--- config.mk ---
export PLATFORM = sky130hd
export DESIGN_NAME = nmea_gga_sentence_extractor_top
export DESIGN_NICKNAME = d
export VERILOG_FILES = /design/src/hdl/ngse_pkg.sv /design/src/hdl/nmea_gga_sentence_extractor_top.sv
export SDC_FILE = /design/constraint.sdc
export NUM_CORES = 2
export LEC_CHECK = 0
export BUFFER_PORTS_ARGS = -buffer_cell sky130_fd_sc_hd__buf_2
export CORE_MARGIN = 2
export CORE_UTILIZATION = 35
export CTS_BUF_LIST = sky130_fd_sc_hd__clkbuf_16
export CTS_CLUSTER_DIAMETER = 50
export DETAILED_ROUTE_END_ITERATION = 10
export GPL_ROUTABILITY_DRIVEN = 0
export HOLD_SLACK_MARGIN = 0.08
export SETUP_SLACK_MARGIN = 0.2
export SYNTH_ARGS = -nofsm -noshare
export SYNTH_HDL_FRONTEND = slang
export SYNTH_SLANG_ARGS = --single-unit
--- constraint.sdc ---
create_clock -name clk_i -period 16.8 [get_ports clk_i]
set_input_delay 2.52 -clock clk_i [delete_from_list [all_inputs] [get_ports clk_i]]
set_output_delay 2.52 -clock clk_i [all_outputs]
set_load 0.02 [all_outputs]
--- src/hdl/ngse_pkg.sv ---
// Shared types, constants and helpers for the NMEA GGA sentence extractor.
// No dependencies.
package ngse_pkg;

  localparam int BUF_DEPTH   = 128;
  localparam int FIELD_LIMIT = 16;
  localparam int HEAD_LEN    = 5;

  localparam int LEN_W   = 8;
  localparam int SPLIT_W = 4;
  localparam int IDX_W   = 7;
  localparam int SENT_AW = $clog2(BUF_DEPTH);
  localparam int FIELD_AW = $clog2(FIELD_LIMIT);
  localparam int SENT_DEPTH  = 2 ** (SENT_AW + 1);
  localparam int FIELD_DEPTH = 2 ** (FIELD_AW + 1);

  localparam logic [7:0] CH_DOLLAR = 8'h24;
  localparam logic [7:0] CH_COMMA  = 8'h2C;
  localparam logic [7:0] CH_LF     = 8'h0A;
  localparam logic [7:0] CH_NUL    = 8'h00;
  localparam logic [7:0] CH_G      = 8'h47;
  localparam logic [7:0] CH_P      = 8'h50;
  localparam logic [7:0] CH_A      = 8'h41;

  typedef enum logic [1:0] {
    ACT_BYTE = 2'd0,
    ACT_END  = 2'd1,
    ACT_READ = 2'd2
  } action_e;

  typedef struct packed {
    logic [1:0]       action;
    logic [7:0]       data_byte;
    logic [IDX_W-1:0] read_index;
  } in_item_t;

  typedef struct packed {
    logic               found;
    logic [LEN_W-1:0]   sentence_length;
    logic [SPLIT_W-1:0] split_count;
    logic [7:0]         read_byte;
    logic [LEN_W-1:0]   field_start;
  } out_item_t;

  // Expected header "GPGGA" by position.
  function automatic logic [7:0] gga_head(input logic [2:0] pos);
    logic [7:0] ch;
    case (pos)
      3'd0:    ch = CH_G;
      3'd1:    ch = CH_P;
      3'd2:    ch = CH_G;
      3'd3:    ch = CH_G;
      3'd4:    ch = CH_A;
      default: ch = CH_NUL;
    endcase
    return ch;
  endfunction

endpackage

--- src/hdl/nmea_gga_sentence_extractor_top.sv ---
// A result is registered and appears in the cycle after its input transfer.
// Throughput: one input transfer per cycle; input is stalled only while a
// result is held and the output side is stalling.
// Reset (async, active low) clears token and held-sentence control state;
// the two-bank byte and field-offset stores are not cleared.
// Depends on ngse_pkg.
module nmea_gga_sentence_extractor_top import ngse_pkg::*; (
  input  logic      clk_i,
  input  logic      rst_ni,
  input  logic      in_valid_i,
  output logic      in_stall_o,
  input  in_item_t  in_item_i,
  output logic      out_valid_o,
  input  logic      out_stall_i,
  output out_item_t out_item_o
);

  // Held sentence and token scan state.
  logic               held_bank_q, held_bank_d;
  logic               held_valid_q, held_valid_d;
  logic [LEN_W-1:0]   held_len_q, held_len_d;
  logic [SPLIT_W-1:0] held_splits_q, held_splits_d;
  logic [LEN_W-1:0]   tok_len_q, tok_len_d;
  logic [SPLIT_W-1:0] tok_splits_q, tok_splits_d;
  logic               header_ok_q, header_ok_d;
  logic [7:0]         prev_q, prev_d;
  logic               stopped_q, stopped_d;
  logic               fresh_q, fresh_d;

  // Output stage.
  logic               out_valid_q;
  logic [LEN_W-1:0]   o_len_q;
  logic [SPLIT_W-1:0] o_splits_q;
  logic               o_found_q;
  logic               rb_ok_q, fs_ok_q;
  logic [7:0]         rb_q;
  logic [LEN_W-1:0]   fs_q;

  logic [7:0]         sent_mem  [SENT_DEPTH];
  logic [LEN_W-1:0]   field_mem [FIELD_DEPTH];

  logic                  accept;
  logic                  tok_good;
  logic [7:0]            b;
  logic [LEN_W-1:0]      idx_ext;
  logic                  sent_we, field_we;
  logic [SENT_AW:0]      sent_waddr;
  logic [7:0]            sent_wdata;
  logic [FIELD_AW:0]     field_waddr;
  logic [LEN_W-1:0]      field_wdata;
  logic [SPLIT_W-1:0]    splits_inc;
  logic [LEN_W-1:0]      len_inc;

  assign in_stall_o = out_valid_q & out_stall_i;
  assign accept     = in_valid_i & ~in_stall_o;
  assign b          = in_item_i.data_byte;
  assign idx_ext    = LEN_W'(in_item_i.read_index);
  assign tok_good   = (tok_len_q >= LEN_W'(HEAD_LEN)) & header_ok_q & (prev_q == CH_LF);
  assign splits_inc = tok_splits_q + SPLIT_W'(1);
  assign len_inc    = tok_len_q + LEN_W'(1);

  always_comb begin
    held_bank_d   = held_bank_q;
    held_valid_d  = held_valid_q;
    held_len_d    = held_len_q;
    held_splits_d = held_splits_q;
    tok_len_d     = tok_len_q;
    tok_splits_d  = tok_splits_q;
    header_ok_d   = header_ok_q;
    prev_d        = prev_q;
    stopped_d     = stopped_q;
    fresh_d       = fresh_q;
    sent_we       = 1'b0;
    field_we      = 1'b0;
    sent_waddr    = {~held_bank_q, tok_len_q[SENT_AW-1:0]};
    sent_wdata    = b;
    field_waddr   = {~held_bank_q, splits_inc[FIELD_AW-1:0]};
    field_wdata   = len_inc;

    case (action_e'(in_item_i.action))
      ACT_BYTE: begin
        if (fresh_q) begin
          held_valid_d  = 1'b0;
          held_len_d    = '0;
          held_splits_d = '0;
          fresh_d       = 1'b0;
        end
        if (!stopped_q) begin
          if (b == CH_NUL || b == CH_DOLLAR) begin
            // close token
            if (tok_good) begin
              held_bank_d   = ~held_bank_q;
              held_valid_d  = 1'b1;
              held_len_d    = tok_len_q;
              held_splits_d = tok_splits_q;
            end
            tok_len_d    = '0;
            tok_splits_d = '0;
            header_ok_d  = 1'b1;
            prev_d       = CH_NUL;
            if (b == CH_NUL) begin
              stopped_d = 1'b1;
            end
          end else begin
            if (tok_len_q < LEN_W'(BUF_DEPTH)) begin
              if (tok_len_q < LEN_W'(HEAD_LEN) && b != gga_head(tok_len_q[2:0])) begin
                header_ok_d = 1'b0;
              end
              if (b == CH_COMMA && tok_splits_q < SPLIT_W'(FIELD_LIMIT - 1)) begin
                sent_wdata   = CH_NUL;
                tok_splits_d = splits_inc;
                field_we     = 1'b1;
              end
              sent_we   = 1'b1;
              tok_len_d = len_inc;
            end
            prev_d = b;
          end
        end
      end
      ACT_END: begin
        if (fresh_q) begin
          held_valid_d  = 1'b0;
          held_len_d    = '0;
          held_splits_d = '0;
        end
        if (!stopped_q && tok_good) begin
          held_bank_d   = ~held_bank_q;
          held_valid_d  = 1'b1;
          held_len_d    = tok_len_q;
          held_splits_d = tok_splits_q;
        end
        tok_len_d    = '0;
        tok_splits_d = '0;
        header_ok_d  = 1'b1;
        prev_d       = CH_NUL;
        stopped_d    = 1'b0;
        fresh_d      = 1'b1;
      end
      default: begin
        // read only, no state change
      end
    endcase
  end

  always_ff @(posedge clk_i or negedge rst_ni) begin
    if (!rst_ni) begin
      held_bank_q   <= 1'b0;
      held_valid_q  <= 1'b0;
      held_len_q    <= '0;
      held_splits_q <= '0;
      tok_len_q     <= '0;
      tok_splits_q  <= '0;
      header_ok_q   <= 1'b1;
      prev_q        <= '0;
      stopped_q     <= 1'b0;
      fresh_q       <= 1'b1;
      out_valid_q   <= 1'b0;
    end else begin
      if (accept) begin
        held_bank_q   <= held_bank_d;
        held_valid_q  <= held_valid_d;
        held_len_q    <= held_len_d;
        held_splits_q <= held_splits_d;
        tok_len_q     <= tok_len_d;
        tok_splits_q  <= tok_splits_d;
        header_ok_q   <= header_ok_d;
        prev_q        <= prev_d;
        stopped_q     <= stopped_d;
        fresh_q       <= fresh_d;
        out_valid_q   <= 1'b1;
      end else if (!out_stall_i) begin
        out_valid_q <= 1'b0;
      end
    end
  end

  // Writes go to the working bank, reads to the held bank, so a read in the
  // same transfer never sees the byte being written.
  always_ff @(posedge clk_i) begin
    if (accept && sent_we) begin
      sent_mem[sent_waddr] <= sent_wdata;
    end
    if (accept && field_we) begin
      field_mem[field_waddr] <= field_wdata;
    end
    if (accept) begin
      rb_q       <= sent_mem[{held_bank_d, idx_ext[SENT_AW-1:0]}];
      fs_q       <= field_mem[{held_bank_d, in_item_i.read_index[FIELD_AW-1:0]}];
      rb_ok_q    <= held_valid_d & (idx_ext < held_len_d);
      fs_ok_q    <= held_valid_d & (idx_ext != '0) &
                    (idx_ext <= LEN_W'(held_splits_d));
      o_found_q  <= held_valid_d;
      o_len_q    <= held_len_d;
      o_splits_q <= held_splits_d;
    end
  end

  assign out_valid_o                = out_valid_q;
  assign out_item_o.found           = o_found_q;
  assign out_item_o.sentence_length = o_len_q;
  assign out_item_o.split_count     = o_splits_q;
  assign out_item_o.read_byte       = rb_ok_q ? rb_q : 8'h00;
  assign out_item_o.field_start     = fs_ok_q ? fs_q : '0;

endmodule

==> impl_metrics.csv <==
group,metric,value,unit
synthesis,synth_area_leaders,"edfxtp_1 76%, mux4_2 13%, nor2_1 1.3%",
timing,rsz0062_at_grt,"no",
placed_design,dp_hpwl,149000,um
placed_design,pre_cts_ws,8.33,ns
floorplan,initial_core_util,35.3,%
timing,max_freq,137,MHz
synthesis,synth.distinct_cells,78,
detailed_routing,wl,252000,um
floorplan,dieArea,269000,sq um
layout,fin_nets,4680,
layout,multi_input_area,20200,sq um
global_route,grt_pass1_vias,46800,
layout,instances_no_fill,8366,
critical_path,critical_path_class,"in -> reg",
placed_design,port_buffers,51,
run_status,status,"finished, violations left",
pwr,p_int,9.68,mW
critical_path,start_kind,"primary input",
pwr,clockPowerShare,41.9,%
layout,seq_area,71100,sq um
timing,finalSetupTns,0,ns
critical_path,cp_max_fo,66,
synthesis,netlist_area,92700,sq um
layout,fin_util,39.8,%
critical_path,critPathCaptureType,"flip-flop",
synthesis,synth_top_area_share,75.6,%
synthesis,syn_nets,4554,
synthesis,ys_seq_area_share,76.6,%
clock_tree,cts.sinks,2373,
min_path,holdPathStages,2,
floorplan,rows,188,
critical_path,rr_worst_depth,10,
synthesis,yosysWarnings,0,
placed_design,numPlacedInstances,7914,
synthesis,synth.top_cells.by_count,"2335 x edfxtp_1, 548 x mux4_2, 326 x nor2_1",
detailed_routing,postRouteAntennaNets,0,
clock_tree,root_buffer,"clkbuf_16",
clock_tree,cts_tree,"built",
floorplan,num_io_pins,52,
pwr,p_comb_share,5.6,%
synthesis,synth_seq_cells,2373,
clock_tree,post_cts_buffers,0,
pwr,p_leak,32.5,nW
timing,slew_violations,0,
timing,worstMarginPinSlew,1.34,ns
pwr,p_sw_share,22.6,%
detailed_routing,vias,47300,
detailed_routing,drc,1,
timing,setup_viol,0,
clock_tree,clockBufferDepth,3,
synthesis,async_flop_share,1.60,%
synthesis,synth.avg_cell_area,20.5,sq um
pwr,switchingPower,2.83,mW
synthesis,synth_edf_count,2335,
detailed_routing,drt-initial-drc-count,6459,
timing,relSlewSlack,8.70,%
clock_tree,cts_resized,0,
pwr,p_per_area,119,nW/um^2
clock_tree,cts.reportedPaths.clkPinSlew,0.06,ns
critical_path,worstPathRequired,17.39,ns
synthesis,yosysMostFrequentCell,"edfxtp_1",
floorplan,core_area,263000,sq um
layout,drive_gt1_share,23.0,%
min_path,hp-class,"reg -> reg",
global_route,grt_usage,18.4,%
detailed_routing,wl_per_cell,30.2,um
floorplan,die_height,519,um
layout,nFillCells,23300,
run_status,violations,"DRC",
clock_tree,cts_made_buffers,237,
synthesis,ys.flop_type,"edfxtp_1",
synthesis,synth_top_area_cell,"edfxtp_1",
detailed_routing,dr.pass1.iters,10,
flow_run,max_cap_viol_count,0,
pwr,seq_power_share,52.5,%
pwr,ir_worst_vdd,119,uV
global_route,antenna_found_initial,17,
global_route,grt_max_degree,183,
layout,syn2layout_area_growth,13.0,%
clock_tree,postCtsHoldBufs,0,
timing,fin_ws,9.50,ns
critical_path,cp.arrival,7.89,ns
global_route,grt_pass1_wl,356000,um
timing,fin_crit,7.30,ns
floorplan,die_x,519,um
synthesis,synth_cells,4513,
timing,period_share,43.5,%
detailed_routing,viasPerCell,5.65,
global_route,grt_overflow,0,
timing,hold_viol_final,0,
clock_tree,insertion_delay,0.89,ns
clock_tree,htreeDepth,4,
timing,skew,0.0965,ns
cell families after synthesis:
logic type	after synthesis	share of synthesized area, %
flip-flops	2373	76.6
adder cells (fa/ha/maj)	20	0.270
buffers and inverters	303	1.75
XOR/XNOR	15	0.142
AO/OA/AOI/OAI	453	3.49
multiplexers	634	14.3
AND/OR/NAND/NOR	715	3.45
power groups by stage:
| stage | combinational, mW | sequential (mW) | clock (mW) |
|---|---|---|---|
| final | 0.700 | 6.56 | 5.25 |
| after floorplan | 0.416 | 6.70 | 0 |
| after CTS | 0.697 | 6.56 | 5.30 |
| after global placement | 0.686 | 6.69 | 0 |
| after global routing | 0.734 | 6.56 | 5.54 |
| after detailed placement | 0.695 | 6.69 | 0 |
critical path: stages:
cell     delay [ns]
buf_8          0.42
buf_4          0.66
buf_4          0.63
buf_4          0.76
buf_4          0.60
mux4_2         0.40
a22oi_1        0.27
a21oi_1        0.21
o41ai_1        1.08
o22ai_1        0.17
layer usage:
metal	GRT usage, %	up-vias	share of wire (%)
met5	0	-	0.025
met1	25.2	25400	40
met4	7.02	8	3.8
met3	4.17	471	9.3
met2	28.6	2391	47
li1	-	19100	-
path summary, 6_finish.rpt:
kind                                 end  slack (ns)          start
min in group asynchronous  held_len_q[7]        1.75         rst_ni
max                              rb_q[0]        9.50   in_item_i[1]
min                        held_len_q[7]        0.49  held_len_q[7]
max reg2reg                      fs_q[3]       11.27   tok_len_q[1]
min reg2reg                held_len_q[7]        0.49  held_len_q[7]
max in group asynchronous   tok_len_q[5]       14.49         rst_ni
per-stage QoR:
stage,instance area (sq um),hold WS [ns],power (mW)
global placement,97000,0.461,7.37
finish,105000,0.489,12.5
floorplan,92700,0.441,7.12
global route,105000,0.516,12.8
CTS,105000,0.485,12.6
detailed placement,97000,0.470,7.38
registers in the layout (all words and copies together), names as in the netlist, 8 cells and up:
signal      count
rb_q            8
field_mem     256
held_len_q      8
tok_len_q       8
sent_mem     2048
prev_q          8
o_len_q         8
fs_q            8
cells in the final DEF (no fill, tap or decap), types with 15 or more instances in the layout:
| cell | n |
|---|---|
| buf_4 | 109 |
| ha_1 | 20 |
| a22oi_1 | 110 |
| clkinv_2 | 40 |
| buf_2 | 43 |
| clkbuf_16 | 238 |
| a221oi_1 | 30 |
| mux2_2 | 15 |
| nand3_1 | 62 |
| inv_1 | 70 |
| mux2i_1 | 71 |
| bufinv_16 | 22 |
| clkinv_1 | 54 |
| nor3_1 | 45 |
| a211oi_1 | 17 |
| o21ai_0 | 46 |
| edfxtp_1 | 2335 |
| and2_1 | 21 |
| o22ai_1 | 53 |
| a22o_1 | 43 |
| dfrtp_1 | 36 |
| nor2b_1 | 25 |
| mux4_2 | 548 |
| a21oi_1 | 59 |
| nor2_1 | 323 |
| nand2_1 | 148 |
final cells by class:
type	instances	share of cell area, %
antenna	7	0.0167
clock buffer	238	5.68
clock inverter	206	1.74
inverter	26	0.0931
multi-input combinational	1837	19.3
sequential	2373	67.8
tap	3515	4.20
timing repair buffer	164	1.18
(Power assumes the default switching activity.)
